File: src/evp_pkg.sv
// ============================================================================
// evp_pkg: shared types, constants and microcode for the velocity PID block
// Field widths, register indexes, control word layout and the sequencer
// program that drives the datapath.
// ============================================================================
package evp_pkg;

    // Default number of fraction bits for all fixed-point quantities.
    localparam int FRACTION_BITS_DEF = 8;

    // Field widths.
    localparam int TGT_W  = 16;   // target velocity and motor power
    localparam int CNT_W  = 31;   // encoder count
    localparam int TIME_W = 32;   // microsecond timestamp
    localparam int MEAS_W = 24;   // measured velocity and control error
    localparam int ACC_W  = 32;   // error accumulator
    localparam int GAIN_W = 16;   // gains, deadband, counts per inch, scale
    localparam int MINI_W = 20;   // minimum interval

    // Configuration port.
    localparam int CFG_IDX_W  = 3;
    localparam int CFG_DATA_W = 20;

    localparam logic [CFG_IDX_W-1:0] REG_GAIN_P       = 3'd0;
    localparam logic [CFG_IDX_W-1:0] REG_GAIN_I       = 3'd1;
    localparam logic [CFG_IDX_W-1:0] REG_GAIN_D       = 3'd2;
    localparam logic [CFG_IDX_W-1:0] REG_DEADBAND     = 3'd3;
    localparam logic [CFG_IDX_W-1:0] REG_CPI          = 3'd4;
    localparam logic [CFG_IDX_W-1:0] REG_SCALE        = 3'd5;
    localparam logic [CFG_IDX_W-1:0] REG_MIN_INTERVAL = 3'd6;

    localparam logic [GAIN_W-1:0] RST_GAIN_P   = 16'd192;
    localparam logic [GAIN_W-1:0] RST_GAIN_I   = 16'd51;
    localparam logic [GAIN_W-1:0] RST_GAIN_D   = 16'd64;
    localparam logic [GAIN_W-1:0] RST_DEADBAND = 16'd0;
    localparam logic [GAIN_W-1:0] RST_CPI      = 16'd8638;
    localparam logic [GAIN_W-1:0] RST_SCALE    = 16'd1495;
    localparam logic [MINI_W-1:0] RST_MIN_INT  = 20'd1000;

    // Datapath widths.
    localparam int MAG_W      = 51;      // |delta| * 10^6
    localparam int DEN_W      = 48;      // counts_per_inch * interval
    localparam int Q_W        = MEAS_W;  // quotient bits produced by the divider
    localparam int MUL_B_W    = 21;      // signed B operand of the shared multiplier
    localparam int PID_SUM_W  = 52;      // target + P + I + D before saturation
    localparam int MILLION    = 1000000;
    localparam int PERCENT_FULL = 100;

    // Sequencer.
    localparam int STEP_W = 5;
    localparam logic [STEP_W-1:0] S_IDLE  = 5'd0;
    localparam logic [STEP_W-1:0] S_CLEAR = 5'd17;

    typedef enum logic [3:0] {
        OP_NOP,
        OP_LOAD,
        OP_PREP,
        OP_DEN,
        OP_MAG,
        OP_DIV_START,
        OP_MEAS,
        OP_ERR,
        OP_ACC,
        OP_ADD,
        OP_SAT_SUM,
        OP_POWER,
        OP_COMMIT,
        OP_CLEAR
    } t_op;

    typedef enum logic [2:0] {
        A_ABS_DELTA,
        A_INTERVAL,
        A_ERR,
        A_ACC,
        A_DIFF,
        A_SUM
    } t_asel;

    typedef enum logic [2:0] {
        B_MILLION,
        B_CPI,
        B_GAIN_P,
        B_GAIN_I,
        B_GAIN_D,
        B_SCALE
    } t_bsel;

    typedef enum logic [2:0] {
        C_NEXT,
        C_JUMP,
        C_WAIT_IN,
        C_BR_CLEAR,
        C_WAIT_DIV,
        C_WAIT_OUT
    } t_cond;

    typedef struct packed {
        t_op               op;
        t_asel             a_sel;
        t_bsel             b_sel;
        logic              mul_en;
        t_cond             cond;
        logic [STEP_W-1:0] target;
    } t_uword;

    // Control from the sequencer to the datapath.
    typedef struct packed {
        t_op   op;
        t_asel a_sel;
        t_bsel b_sel;
        logic  mul_en;
        logic  fire;
    } t_ctrl;

    // Status from the datapath back to the sequencer.
    typedef struct packed {
        logic clear_item;
        logic div_busy;
        logic out_free;
    } t_status;

    // Microcode program. Each step is one control word.
    function automatic t_uword ucode(input logic [STEP_W-1:0] step);
        t_uword w;
        w.op     = OP_NOP;
        w.a_sel  = A_ABS_DELTA;
        w.b_sel  = B_MILLION;
        w.mul_en = 1'b0;
        w.cond   = C_NEXT;
        w.target = S_IDLE;
        case (step)
            5'd0: begin
                w.op   = OP_LOAD;
                w.cond = C_WAIT_IN;
            end
            5'd1: begin
                w.op     = OP_PREP;
                w.cond   = C_BR_CLEAR;
                w.target = S_CLEAR;
            end
            5'd2: begin
                w.a_sel  = A_INTERVAL;
                w.b_sel  = B_CPI;
                w.mul_en = 1'b1;
            end
            5'd3: begin
                w.op     = OP_DEN;
                w.a_sel  = A_ABS_DELTA;
                w.b_sel  = B_MILLION;
                w.mul_en = 1'b1;
            end
            5'd4: begin
                w.op = OP_MAG;
            end
            5'd5: begin
                w.op = OP_DIV_START;
            end
            5'd6: begin
                w.cond = C_WAIT_DIV;
            end
            5'd7: begin
                w.op = OP_MEAS;
            end
            5'd8: begin
                w.op = OP_ERR;
            end
            5'd9: begin
                w.op     = OP_ACC;
                w.a_sel  = A_ERR;
                w.b_sel  = B_GAIN_P;
                w.mul_en = 1'b1;
            end
            5'd10: begin
                w.op     = OP_ADD;
                w.a_sel  = A_ACC;
                w.b_sel  = B_GAIN_I;
                w.mul_en = 1'b1;
            end
            5'd11: begin
                w.op     = OP_ADD;
                w.a_sel  = A_DIFF;
                w.b_sel  = B_GAIN_D;
                w.mul_en = 1'b1;
            end
            5'd12: begin
                w.op = OP_ADD;
            end
            5'd13: begin
                w.op = OP_SAT_SUM;
            end
            5'd14: begin
                w.a_sel  = A_SUM;
                w.b_sel  = B_SCALE;
                w.mul_en = 1'b1;
            end
            5'd15: begin
                w.op = OP_POWER;
            end
            5'd16: begin
                w.op     = OP_COMMIT;
                w.cond   = C_WAIT_OUT;
                w.target = S_IDLE;
            end
            5'd17: begin
                w.op     = OP_CLEAR;
                w.cond   = C_WAIT_OUT;
                w.target = S_IDLE;
            end
            default: begin
                w.cond   = C_JUMP;
                w.target = S_IDLE;
            end
        endcase
        return w;
    endfunction

endpackage

File: src/encoder_velocity_pid_top.sv
// ============================================================================
// encoder_velocity_pid_top: velocity PID loop with feedforward for one wheel
// Flow: an accepted control beat walks the control store, waits on the
//   divider and writes its result to the output register before the next beat
//   is taken; a reset beat branches to the clear step and gives a zero result.
// Reset: synchronous, active low; registers return to their defaults and
//   the history is cleared.
// ============================================================================
//
// The block measures wheel speed from the encoder count and timestamp that
// changed since the previous beat, forms the error against the target and
// produces a motor power from the target plus the P, I and D terms.
//
// Structure: a small control store (in the package) holds one control word
// per step. The sequencer walks it with a step counter and waits on the input
// channel, the divider and the output register. The datapath has one shared
// signed multiplier with a registered product, the PID sum accumulator, a
// restoring divider and the output register.
//
// The output register decouples the result from the downstream side: a
// finished result waits there while the sequencer goes back to take the next
// input beat, and it only stalls when a second result is ready before the
// first has been taken.
//
// Configuration writes are always accepted; they are expected only while the
// block is idle. A write to an index beyond the register list is dropped.
module encoder_velocity_pid_top
    import evp_pkg::*;
#(
    parameter int FRACTION_BITS = FRACTION_BITS_DEF
) (
    input  logic                     i_clk,
    input  logic                     i_rst_n,

    // Configuration write channel.
    input  logic                     i_cfg_valid,
    output logic                     o_cfg_ready,
    input  logic [CFG_IDX_W-1:0]     i_cfg_index,
    input  logic [CFG_DATA_W-1:0]    i_cfg_data,

    // Input channel.
    input  logic                     i_in_valid,
    output logic                     o_in_ready,
    input  logic                     i_operation,
    input  logic signed [TGT_W-1:0]  i_target_velocity,
    input  logic [CNT_W-1:0]         i_encoder_count,
    input  logic [TIME_W-1:0]        i_timestamp_us,

    // Result channel.
    output logic                     o_out_valid,
    input  logic                     i_out_ready,
    output logic signed [TGT_W-1:0]  o_motor_power,
    output logic signed [MEAS_W-1:0] o_measured_velocity,
    output logic signed [MEAS_W-1:0] o_control_error,
    output logic                     o_power_saturated
);

    t_ctrl   ctrl;
    t_status status;

    // Registers are plain flops, so a write beat is always accepted.
    assign o_cfg_ready = 1'b1;

    evp_seq u_seq (
        .i_clk      (i_clk),
        .i_rst_n    (i_rst_n),
        .i_in_valid (i_in_valid),
        .o_in_ready (o_in_ready),
        .i_status   (status),
        .o_ctrl     (ctrl)
    );

    evp_dp #(
        .FRACTION_BITS (FRACTION_BITS)
    ) u_dp (
        .i_clk               (i_clk),
        .i_rst_n             (i_rst_n),
        .i_ctrl              (ctrl),
        .o_status            (status),
        .i_cfg_valid         (i_cfg_valid & o_cfg_ready),
        .i_cfg_index         (i_cfg_index),
        .i_cfg_data          (i_cfg_data),
        .i_operation         (i_operation),
        .i_target_velocity   (i_target_velocity),
        .i_encoder_count     (i_encoder_count),
        .i_timestamp_us      (i_timestamp_us),
        .i_out_ready         (i_out_ready),
        .o_out_valid         (o_out_valid),
        .o_motor_power       (o_motor_power),
        .o_measured_velocity (o_measured_velocity),
        .o_control_error     (o_control_error),
        .o_power_saturated   (o_power_saturated)
    );

endmodule

File: src/evp_div.sv
// ============================================================================
// evp_div: radix-2 restoring divider for the velocity measurement
// Computes floor(num * 2^SHIFT / den) one quotient bit per cycle and flags
// quotients that do not fit in Q_W bits.
// ============================================================================
module evp_div
    import evp_pkg::*;
#(
    parameter int SHIFT = 2 * FRACTION_BITS_DEF
) (
    input  logic             i_clk,
    input  logic             i_rst_n,
    input  logic             i_start,
    input  logic [MAG_W-1:0] i_num,
    input  logic [DEN_W-1:0] i_den,
    output logic             o_busy,
    output logic [Q_W-1:0]   o_quot,
    output logic             o_ovf
);

    localparam int NUM_W   = MAG_W + SHIFT;
    localparam int HI_W    = NUM_W - Q_W;
    localparam int CMP_W   = (HI_W > DEN_W) ? HI_W : DEN_W;
    localparam int DCNT_W  = $clog2(Q_W + 1);

    logic [NUM_W-1:0]  num_full;
    logic [HI_W-1:0]   num_hi;
    logic              ovf_now;
    logic [DEN_W:0]    trial;
    logic              take;

    logic [DCNT_W-1:0] r_cnt;
    logic [DEN_W-1:0]  r_rem;
    logic [Q_W-1:0]    r_low;
    logic [Q_W-1:0]    r_quot;
    logic              r_ovf;

    // The quotient fits in Q_W bits exactly when the part of the numerator
    // above the low Q_W bits is already smaller than the divisor.
    assign num_full = {i_num, {SHIFT{1'b0}}};
    assign num_hi   = num_full[NUM_W-1:Q_W];
    assign ovf_now  = CMP_W'(num_hi) >= CMP_W'(i_den);

    // The divisor is held steady by the datapath for the whole division.
    assign trial = {r_rem, r_low[Q_W-1]};
    assign take  = trial >= {1'b0, i_den};

    always_ff @(posedge i_clk) begin
        if (!i_rst_n) begin
            r_cnt <= '0;
        end else if (i_start) begin
            r_cnt <= DCNT_W'(Q_W);
        end else if (r_cnt != '0) begin
            r_cnt <= r_cnt - 1'b1;
        end
    end

    always_ff @(posedge i_clk) begin
        if (i_start) begin
            r_rem  <= DEN_W'(num_hi);
            r_low  <= num_full[Q_W-1:0];
            r_quot <= '0;
            r_ovf  <= ovf_now;
        end else if (r_cnt != '0) begin
            r_rem  <= take ? DEN_W'(trial - {1'b0, i_den}) : DEN_W'(trial);
            r_low  <= {r_low[Q_W-2:0], 1'b0};
            r_quot <= {r_quot[Q_W-2:0], take};
        end
    end

    assign o_busy = (r_cnt != '0);
    assign o_quot = r_quot;
    assign o_ovf  = r_ovf;

endmodule

File: src/evp_dp.sv
// ============================================================================
// evp_dp: datapath of the velocity PID block
// Configuration and history registers, one shared multiplier, the PID sum
// accumulator, the divider and the output register, all driven by the
// sequencer's control word.
// ============================================================================
module evp_dp
    import evp_pkg::*;
#(
    parameter int FRACTION_BITS = FRACTION_BITS_DEF
) (
    input  logic                     i_clk,
    input  logic                     i_rst_n,
    input  t_ctrl                    i_ctrl,
    output t_status                  o_status,
    input  logic                     i_cfg_valid,
    input  logic [CFG_IDX_W-1:0]     i_cfg_index,
    input  logic [CFG_DATA_W-1:0]    i_cfg_data,
    input  logic                     i_operation,
    input  logic signed [TGT_W-1:0]  i_target_velocity,
    input  logic [CNT_W-1:0]         i_encoder_count,
    input  logic [TIME_W-1:0]        i_timestamp_us,
    input  logic                     i_out_ready,
    output logic                     o_out_valid,
    output logic signed [TGT_W-1:0]  o_motor_power,
    output logic signed [MEAS_W-1:0] o_measured_velocity,
    output logic signed [MEAS_W-1:0] o_control_error,
    output logic                     o_power_saturated
);

    localparam int SUM_W      = FRACTION_BITS + 18;
    localparam int MUL_A_W    = (SUM_W > 33) ? SUM_W : 33;
    localparam int MUL_P_W    = MUL_A_W + MUL_B_W;
    localparam int LIMIT_FULL = PERCENT_FULL << FRACTION_BITS;
    localparam int POWER_MAX  = (1 << (TGT_W - 1)) - 1;
    localparam int LIMIT      = (LIMIT_FULL > POWER_MAX) ? POWER_MAX : LIMIT_FULL;
    localparam logic signed [MUL_P_W-1:0] LIMIT_POS = MUL_P_W'(LIMIT);
    localparam logic signed [MUL_P_W-1:0] LIMIT_NEG = -LIMIT_POS;

    // Configuration registers.
    logic [GAIN_W-1:0] r_gain_p, r_gain_i, r_gain_d, r_deadband, r_cpi, r_scale;
    logic [MINI_W-1:0] r_min_int;

    // History.
    logic signed [MEAS_W-1:0] r_prev_err;
    logic [CNT_W-1:0]         r_prev_count;
    logic [TIME_W-1:0]        r_prev_time;
    logic signed [ACC_W-1:0]  r_acc;

    // Current item and working registers.
    logic                        r_op;
    logic signed [TGT_W-1:0]     r_target;
    logic [CNT_W-1:0]            r_count;
    logic [TIME_W-1:0]           r_now;
    logic [TIME_W-1:0]           r_interval;
    logic                        r_neg;
    logic [CNT_W-1:0]            r_abs_delta;
    logic [DEN_W-1:0]            r_den;
    logic [MAG_W-1:0]            r_mag;
    logic signed [MEAS_W-1:0]    r_meas;
    logic signed [MEAS_W-1:0]    r_err;
    logic signed [PID_SUM_W-1:0] r_sum;
    logic signed [MUL_P_W-1:0]   r_prod;
    logic signed [TGT_W-1:0]     r_power;
    logic                        r_pow_sat;

    // Output register.
    logic                     r_out_valid;
    logic signed [TGT_W-1:0]  r_out_power;
    logic signed [MEAS_W-1:0] r_out_meas;
    logic signed [MEAS_W-1:0] r_out_err;
    logic                     r_out_sat;

    // Combinational values.
    logic [TIME_W-1:0]           elapsed;
    logic [MINI_W-1:0]           floor_us;
    logic [GAIN_W-1:0]           cpi_eff;
    logic signed [CNT_W:0]       delta;
    logic signed [MEAS_W:0]      err_diff;
    logic signed [MUL_A_W-1:0]   mul_a;
    logic signed [MUL_B_W-1:0]   mul_b;
    logic signed [MUL_P_W-1:0]   mul_p;
    logic signed [MUL_P_W-1:0]   prod_shift;
    logic signed [PID_SUM_W-1:0] term;
    logic                        capped;
    logic signed [MEAS_W-1:0]    n_meas;
    logic signed [MEAS_W:0]      err_wide;
    logic signed [MEAS_W-1:0]    err_sat;
    logic [MEAS_W-1:0]           err_mag;
    logic signed [MEAS_W-1:0]    n_err;
    logic signed [ACC_W:0]       acc_wide;
    logic signed [ACC_W-1:0]     n_acc;
    logic                        sum_fits;
    logic [SUM_W-1:0]            sum_sat;
    logic                        div_busy;
    logic [Q_W-1:0]              div_quot;
    logic                        div_ovf;
    logic                        out_free;

    // Interval and count difference.
    assign elapsed  = r_now - r_prev_time;
    assign floor_us = (r_min_int == '0) ? MINI_W'(1) : r_min_int;
    assign cpi_eff  = (r_cpi == '0) ? GAIN_W'(1) : r_cpi;
    assign delta    = $signed({1'b0, r_count}) - $signed({1'b0, r_prev_count});
    assign err_diff = (MEAS_W + 1)'(r_err) - (MEAS_W + 1)'(r_prev_err);

    // Shared multiplier operand selection.
    always_comb begin
        case (i_ctrl.a_sel)
            A_ABS_DELTA: mul_a = MUL_A_W'($signed({1'b0, r_abs_delta}));
            A_INTERVAL:  mul_a = MUL_A_W'($signed({1'b0, r_interval}));
            A_ERR:       mul_a = MUL_A_W'(r_err);
            A_ACC:       mul_a = MUL_A_W'(r_acc);
            A_DIFF:      mul_a = MUL_A_W'(err_diff);
            A_SUM:       mul_a = MUL_A_W'(r_sum);
            default:     mul_a = '0;
        endcase
    end

    always_comb begin
        case (i_ctrl.b_sel)
            B_MILLION: mul_b = MUL_B_W'(MILLION);
            B_CPI:     mul_b = MUL_B_W'($signed({1'b0, cpi_eff}));
            B_GAIN_P:  mul_b = MUL_B_W'($signed({1'b0, r_gain_p}));
            B_GAIN_I:  mul_b = MUL_B_W'($signed({1'b0, r_gain_i}));
            B_GAIN_D:  mul_b = MUL_B_W'($signed({1'b0, r_gain_d}));
            B_SCALE:   mul_b = MUL_B_W'($signed({1'b0, r_scale}));
            default:   mul_b = '0;
        endcase
    end

    assign mul_p      = MUL_P_W'(mul_a) * MUL_P_W'(mul_b);
    assign prod_shift = r_prod >>> FRACTION_BITS;
    assign term       = PID_SUM_W'(prod_shift);

    // Measured velocity: the magnitude saturates at 2^23 and the positive
    // side then folds to the largest 24-bit value.
    always_comb begin
        capped = div_ovf | div_quot[Q_W-1];
        if (r_neg) begin
            n_meas = capped ? {1'b1, {(MEAS_W-1){1'b0}}} : ('0 - div_quot);
        end else begin
            n_meas = capped ? {1'b0, {(MEAS_W-1){1'b1}}} : div_quot;
        end
    end

    // Error with 24-bit saturation and deadband.
    always_comb begin
        err_wide = (MEAS_W + 1)'(r_target) - (MEAS_W + 1)'(r_meas);
        if (err_wide[MEAS_W] == err_wide[MEAS_W-1]) begin
            err_sat = err_wide[MEAS_W-1:0];
        end else begin
            err_sat = {err_wide[MEAS_W], {(MEAS_W-1){~err_wide[MEAS_W]}}};
        end
        err_mag = err_sat[MEAS_W-1] ? ('0 - err_sat) : err_sat;
        n_err   = (err_mag < MEAS_W'(r_deadband)) ? '0 : err_sat;
    end

    // Accumulator with 32-bit saturation.
    always_comb begin
        acc_wide = (ACC_W + 1)'(r_acc) + (ACC_W + 1)'(r_err);
        if (acc_wide[ACC_W] == acc_wide[ACC_W-1]) begin
            n_acc = acc_wide[ACC_W-1:0];
        end else begin
            n_acc = {acc_wide[ACC_W], {(ACC_W-1){~acc_wide[ACC_W]}}};
        end
    end

    // The PID sum is squeezed into SUM_W bits before scaling. Any sum that
    // large clamps the power anyway, with the same sign.
    always_comb begin
        sum_fits = (&r_sum[PID_SUM_W-1:SUM_W-1]) | ~(|r_sum[PID_SUM_W-1:SUM_W-1]);
        if (sum_fits) begin
            sum_sat = r_sum[SUM_W-1:0];
        end else begin
            sum_sat = {r_sum[PID_SUM_W-1], {(SUM_W-1){~r_sum[PID_SUM_W-1]}}};
        end
    end

    evp_div #(
        .SHIFT (2 * FRACTION_BITS)
    ) u_div (
        .i_clk   (i_clk),
        .i_rst_n (i_rst_n),
        .i_start (i_ctrl.op == OP_DIV_START),
        .i_num   (r_mag),
        .i_den   (r_den),
        .o_busy  (div_busy),
        .o_quot  (div_quot),
        .o_ovf   (div_ovf)
    );

    assign out_free = ~r_out_valid | i_out_ready;

    // Configuration and history registers.
    always_ff @(posedge i_clk) begin
        if (!i_rst_n) begin
            r_gain_p     <= RST_GAIN_P;
            r_gain_i     <= RST_GAIN_I;
            r_gain_d     <= RST_GAIN_D;
            r_deadband   <= RST_DEADBAND;
            r_cpi        <= RST_CPI;
            r_scale      <= RST_SCALE;
            r_min_int    <= RST_MIN_INT;
            r_prev_err   <= '0;
            r_prev_count <= '0;
            r_prev_time  <= '0;
            r_acc        <= '0;
            r_out_valid  <= 1'b0;
        end else begin
            if (i_cfg_valid) begin
                case (i_cfg_index)
                    REG_GAIN_P:       r_gain_p   <= i_cfg_data[GAIN_W-1:0];
                    REG_GAIN_I:       r_gain_i   <= i_cfg_data[GAIN_W-1:0];
                    REG_GAIN_D:       r_gain_d   <= i_cfg_data[GAIN_W-1:0];
                    REG_DEADBAND:     r_deadband <= i_cfg_data[GAIN_W-1:0];
                    REG_CPI:          r_cpi      <= i_cfg_data[GAIN_W-1:0];
                    REG_SCALE:        r_scale    <= i_cfg_data[GAIN_W-1:0];
                    REG_MIN_INTERVAL: r_min_int  <= i_cfg_data[MINI_W-1:0];
                    default: begin
                    end
                endcase
            end

            if (i_ctrl.op == OP_ACC) begin
                r_acc <= n_acc;
            end

            if (i_ctrl.fire && (i_ctrl.op == OP_COMMIT)) begin
                r_prev_err   <= r_err;
                r_prev_count <= r_count;
                r_prev_time  <= r_now;
            end else if (i_ctrl.fire && (i_ctrl.op == OP_CLEAR)) begin
                r_prev_err   <= '0;
                r_prev_count <= '0;
                r_prev_time  <= r_now;
                r_acc        <= '0;
            end

            if (i_ctrl.fire && ((i_ctrl.op == OP_COMMIT) || (i_ctrl.op == OP_CLEAR))) begin
                r_out_valid <= 1'b1;
            end else if (i_out_ready) begin
                r_out_valid <= 1'b0;
            end
        end
    end

    // Working registers and output payload.
    always_ff @(posedge i_clk) begin
        if (i_ctrl.mul_en) begin
            r_prod <= mul_p;
        end

        case (i_ctrl.op)
            OP_LOAD: begin
                if (i_ctrl.fire) begin
                    r_op     <= i_operation;
                    r_target <= i_target_velocity;
                    r_count  <= i_encoder_count;
                    r_now    <= i_timestamp_us;
                end
            end
            OP_PREP: begin
                r_interval  <= (elapsed < TIME_W'(floor_us)) ? TIME_W'(floor_us) : elapsed;
                r_neg       <= delta[CNT_W];
                r_abs_delta <= delta[CNT_W] ? CNT_W'(-delta) : CNT_W'(delta);
            end
            OP_DEN: begin
                r_den <= DEN_W'(r_prod);
            end
            OP_MAG: begin
                r_mag <= MAG_W'(r_prod);
            end
            OP_MEAS: begin
                r_meas <= n_meas;
            end
            OP_ERR: begin
                r_err <= n_err;
            end
            OP_ACC: begin
                r_sum <= PID_SUM_W'(r_target);
            end
            OP_ADD: begin
                r_sum <= r_sum + term;
            end
            OP_SAT_SUM: begin
                r_sum <= PID_SUM_W'($signed(sum_sat));
            end
            OP_POWER: begin
                if (prod_shift > LIMIT_POS) begin
                    r_power   <= TGT_W'(LIMIT_POS);
                    r_pow_sat <= 1'b1;
                end else if (prod_shift < LIMIT_NEG) begin
                    r_power   <= TGT_W'(LIMIT_NEG);
                    r_pow_sat <= 1'b1;
                end else begin
                    r_power   <= TGT_W'(prod_shift);
                    r_pow_sat <= 1'b0;
                end
            end
            OP_COMMIT: begin
                if (i_ctrl.fire) begin
                    r_out_power <= r_power;
                    r_out_meas  <= r_meas;
                    r_out_err   <= r_err;
                    r_out_sat   <= r_pow_sat;
                end
            end
            OP_CLEAR: begin
                if (i_ctrl.fire) begin
                    r_out_power <= '0;
                    r_out_meas  <= '0;
                    r_out_err   <= '0;
                    r_out_sat   <= 1'b0;
                end
            end
            default: begin
            end
        endcase
    end

    assign o_status.clear_item = r_op;
    assign o_status.div_busy   = div_busy;
    assign o_status.out_free   = out_free;

    assign o_out_valid         = r_out_valid;
    assign o_motor_power       = r_out_power;
    assign o_measured_velocity = r_out_meas;
    assign o_control_error     = r_out_err;
    assign o_power_saturated   = r_out_sat;

endmodule

File: src/evp_seq.sv
// ============================================================================
// evp_seq: microcode sequencer
// Step counter over the control store, with waits on the input, the divider
// and the output register, and a branch for reset items.
// ============================================================================
module evp_seq
    import evp_pkg::*;
(
    input  logic    i_clk,
    input  logic    i_rst_n,
    input  logic    i_in_valid,
    output logic    o_in_ready,
    input  t_status i_status,
    output t_ctrl   o_ctrl
);

    logic [STEP_W-1:0] r_step;
    logic [STEP_W-1:0] n_step;
    t_uword            word;
    logic              fire;

    assign word = ucode(r_step);

    always_comb begin
        n_step = r_step + 1'b1;
        fire   = 1'b1;
        case (word.cond)
            C_NEXT: begin
            end
            C_JUMP: begin
                n_step = word.target;
            end
            C_WAIT_IN: begin
                fire = i_in_valid;
                if (!i_in_valid) begin
                    n_step = r_step;
                end
            end
            C_BR_CLEAR: begin
                if (i_status.clear_item) begin
                    n_step = word.target;
                end
            end
            C_WAIT_DIV: begin
                if (i_status.div_busy) begin
                    n_step = r_step;
                end
            end
            C_WAIT_OUT: begin
                fire   = i_status.out_free;
                n_step = i_status.out_free ? word.target : r_step;
            end
            default: begin
                n_step = S_IDLE;
            end
        endcase
    end

    always_ff @(posedge i_clk) begin
        if (!i_rst_n) begin
            r_step <= S_IDLE;
        end else begin
            r_step <= n_step;
        end
    end

    assign o_in_ready    = (word.cond == C_WAIT_IN);
    assign o_ctrl.op     = word.op;
    assign o_ctrl.a_sel  = word.a_sel;
    assign o_ctrl.b_sel  = word.b_sel;
    assign o_ctrl.mul_en = word.mul_en;
    assign o_ctrl.fire   = fire;

endmodule
File: config.mk
export PLATFORM = sky130hd
export DESIGN_NAME = encoder_velocity_pid_top
export DESIGN_NICKNAME = d
export VERILOG_FILES = /design/src/evp_pkg.sv /design/src/encoder_velocity_pid_top.sv /design/src/evp_div.sv /design/src/evp_dp.sv /design/src/evp_seq.sv
export SDC_FILE = /design/constraint.sdc
export NUM_CORES = 2
export LEC_CHECK = 0
export BUFFER_PORTS_ARGS = -buffer_cell sky130_fd_sc_hd__buf_4
export CAP_MARGIN = 10
export CELL_PAD_IN_SITES_DETAIL_PLACEMENT = 1
export CELL_PAD_IN_SITES_GLOBAL_PLACEMENT = 1
export CORE_MARGIN = 2
export CORE_UTILIZATION = 51
export CTS_CLUSTER_DIAMETER = 30
export DETAILED_ROUTE_END_ITERATION = 8
export PLACE_DENSITY_LB_ADDON = 0.12
export SYNTH_ARGS = -nofsm -noshare
export SYNTH_HDL_FRONTEND = slang
export SYNTH_SLANG_ARGS = --single-unit
File: constraint.sdc
create_clock -name i_clk -period 12.7 [get_ports i_clk]
set_input_delay 1.27 -clock i_clk [delete_from_list [all_inputs] [get_ports i_clk]]
set_output_delay 1.27 -clock i_clk [all_outputs]
set_load 0.005 [all_outputs]
==> metrics <==
Synth Area in Simple Gates=16.11%; main combinational cell family by area after synthesis=adder cells; hold crit path type=register to register; via count=60970; dpl hpwl=199200 µm; Placed Area=74010 µm²; detailed-route wire length=262500 µm; TritonRoute pass-1 iters=6; layout net count=9153; core box area=137300 µm²; Synth Register Bits=806; Min-Delay Path Depth=0; most used cell, CP=fa_1; Bufs and invs on worst path=6; DR DRC count=0; initial antenna violation count=15; Worst Setup Start Kind=register; Slew @ Worst Pin=around 1.4 ns; critical path peak fanout=13; post-CTS resize count=0; effective utilization at floorplan=51.37%; Detail Route Antenna Nets=0; pin count of the biggest net entering global routing=92; EDFF count, synth=531; Async S/R FF share, synth=0%; Final Hold Vio Count=0; Synth Area in Compound Gates=around 16%; Area Growth Syn to Fin=15.64%; Post-Syn Area=70550 µm²; Util after Layout=between 50% and 60%; Clock transition at path regs=0.04 ns; fin. max-slew vios=0; CP top delay family=compound AO/OA/AOI/OAI gates; Mean Syn Cell Area=9.086 µm²; Worst EP required=13.21 ns; non-filler instance count after layout=~9900; multiplexer area fraction after synthesis=less than 1%; Register-to-Register Path Depth=38; clk_lat worst skew=0.83 ns; Synth Area in Adders=approximately a quarter; total gr overflow=0; RSZ-0062 raised after global routing=false; number of top-level pins=176; Synth Flop Type=edfxtp_1; placed instance count=9536; number of vias per cell=6.136; Clock Sink Count=806; f_max=about 85 MHz; Crit path largest cell delay=0.75 ns; minimum clock period=between 10 and 15 ns; critical path type=register to register; Die Wd=375.9 µm; Iter 0 DRT Violations=about 5100; Worst Skew=0.07970 ns; die area=141300 µm²; die height=375.9 µm; clock root cell=clkbuf_16; # setup viols final=0; Hold Buf Count CTS=0; Synth Area in XOR/XNOR=under 10%; Ys Warns=0; Distinct cells, synth=95; Fin Setup TNS=0 ns; TritonCTS Buffers=206; Rows=about 140; input/output buffers=174; share of cells above drive strength 1=under 10%; outcome=completed; slowest CP cell=a21oi_1; post-CTS setup buffer count=0; final cycle utilization of the critical path=92.70%; sequential-to-total area share from yosys stat=between 30% and 40%; TritonCTS clock tree=built; Max H-tree Level=4; Max-Cap Viols=0; first-pass GRT wire length=397500 µm; Finished Cell Area=between 80000 and 90000 µm²; WP data arrival=12.28 ns; WP depth=38; Rel. slew slack=5.159%; GRT Util Overall=about 37%; nature of the critical path endpoint=register; Post-Syn Instances=7764; GP Congestion=0.9685; largest buffer count on any clock path=3; vias in the first global route=between 60000 and 70000; DR WL/cell=26.42 µm
==> registers in the layout, summed over array words and instances (netlist names), 31 cells and up <==
signal	flops
u_dp.r_prod	54
u_dp.u_div.r_rem	48
u_dp.r_prev_count	31
u_dp.r_abs_delta	31
u_dp.r_now	32
u_dp.r_acc	32
u_dp.r_prev_time	32
u_dp.r_sum	52
u_dp.r_interval	32
u_dp.r_mag	51
u_dp.r_count	31
u_dp.r_den	48
==> Yosys cell counts (110+ instances only) <==
cell type | n | area (µm²)
nand3_1 | 158 | 790.8
nor3_1 | 110 | 550.5
a21o_1 | 187 | 1404
xor2_1 | 118 | 1033
and2_1 | 111 | 694.4
dfxtp_1 | 275 | 5505
fa_1 | 619 | 12390
edfxtp_1 | 531 | 15950
clkbuf_1 | 296 | 1111
nor2_1 | 525 | 1971
o21ai_0 | 263 | 1316
a21boi_0 | 144 | 1081
inv_1 | 1042 | 3911
xnor2_1 | 173 | 1515
ha_1 | 475 | 5943
nor2b_1 | 113 | 706.9
nand2_1 | 1090 | 4091
a21oi_1 | 408 | 2042
==> cell usage in the layout, fill, tap and decap left out, types with 29 or more instances in the layout <==
cell / n
a211oi_1: 33
a21boi_0: 144
a21o_1: 187
a21oi_1: 405
a22oi_1: 95
a31oi_1: 89
and2_1: 111
and3_1: 61
buf_4: 297
bufinv_16: 41
clkbuf_1: 30
clkbuf_16: 207
clkinv_2: 38
dfxtp_1: 275
edfxtp_1: 531
fa_1: 619
ha_1: 475
inv_1: 1041
mux2i_1: 38
nand2_1: 1088
nand2b_1: 62
nand3_1: 157
nand4_1: 68
nor2_1: 515
nor2b_1: 112
nor3_1: 107
nor4_1: 44
o211ai_1: 30
o21a_1: 46
o21ai_0: 260
o21bai_1: 44
or2_2: 38
or3_1: 29
xnor2_1: 173
xor2_1: 118
==> per-layer routing <==
metal	track usage (%)	share of wire [%]	up-vias
met5	0	0.013	-
li1	-	-	26800
met4	17.68	5.1	6
met3	7.124	8.2	622
met1	48.07	40	31000
met2	59.41	46	2542
==> final cells by class <==
cell class                      instances  area [µm²]
Clock inverter                        148        2132
Clock buffer                          246        5416
Sequential cell                       806       21450
Timing Repair Buffer                  300        2272
Antenna cell                            5       12.51
Fill cell                           15400       55740
Inverter                             1042        3914
Tap cell                             1794        2245
Multi-Input combinational cell       5595       44140
==> stage by stage <==
stage	hold WS [ns]	setup WS [ns]
after floorplan	0.4215	2.619
after global placement	0.4250	1.342
after detailed placement	0.4337	1.176
after CTS	0.4597	1.144
after global routing	0.4659	0.3502
final	0.4575	0.9269
==> worst paths after layout <==
check / startpoint / to / slack, ns
max: u_dp.r_err[0] / u_dp.r_prod[53] / 0.93
min reg2reg: u_dp.r_prod[0] / u_dp.r_mag[0] / 0.46
min: u_dp.r_prod[0] / u_dp.r_mag[0] / 0.46
max reg2reg: u_dp.r_err[0] / u_dp.r_prod[53] / 0.93
==> kinds of logic (layout without fill, tap and decap cells) <==
| group | Yosys count | count (layout) |
|---|---|---|
| compound gates | 1647 | 1647 |
| fa+ha+maj | 1094 | 1094 |
| flops | 806 | 806 |
| xor+xnor | 291 | 291 |
| simple gates | 2489 | 2489 |
| mux | 64 | 64 |
| other cells | 2 | 15 |
| buf+inv | 1371 | 1736 |
Power is not shown: default switching activity piles up to over one toggle a cycle in this logic, so the estimate is an artifact.
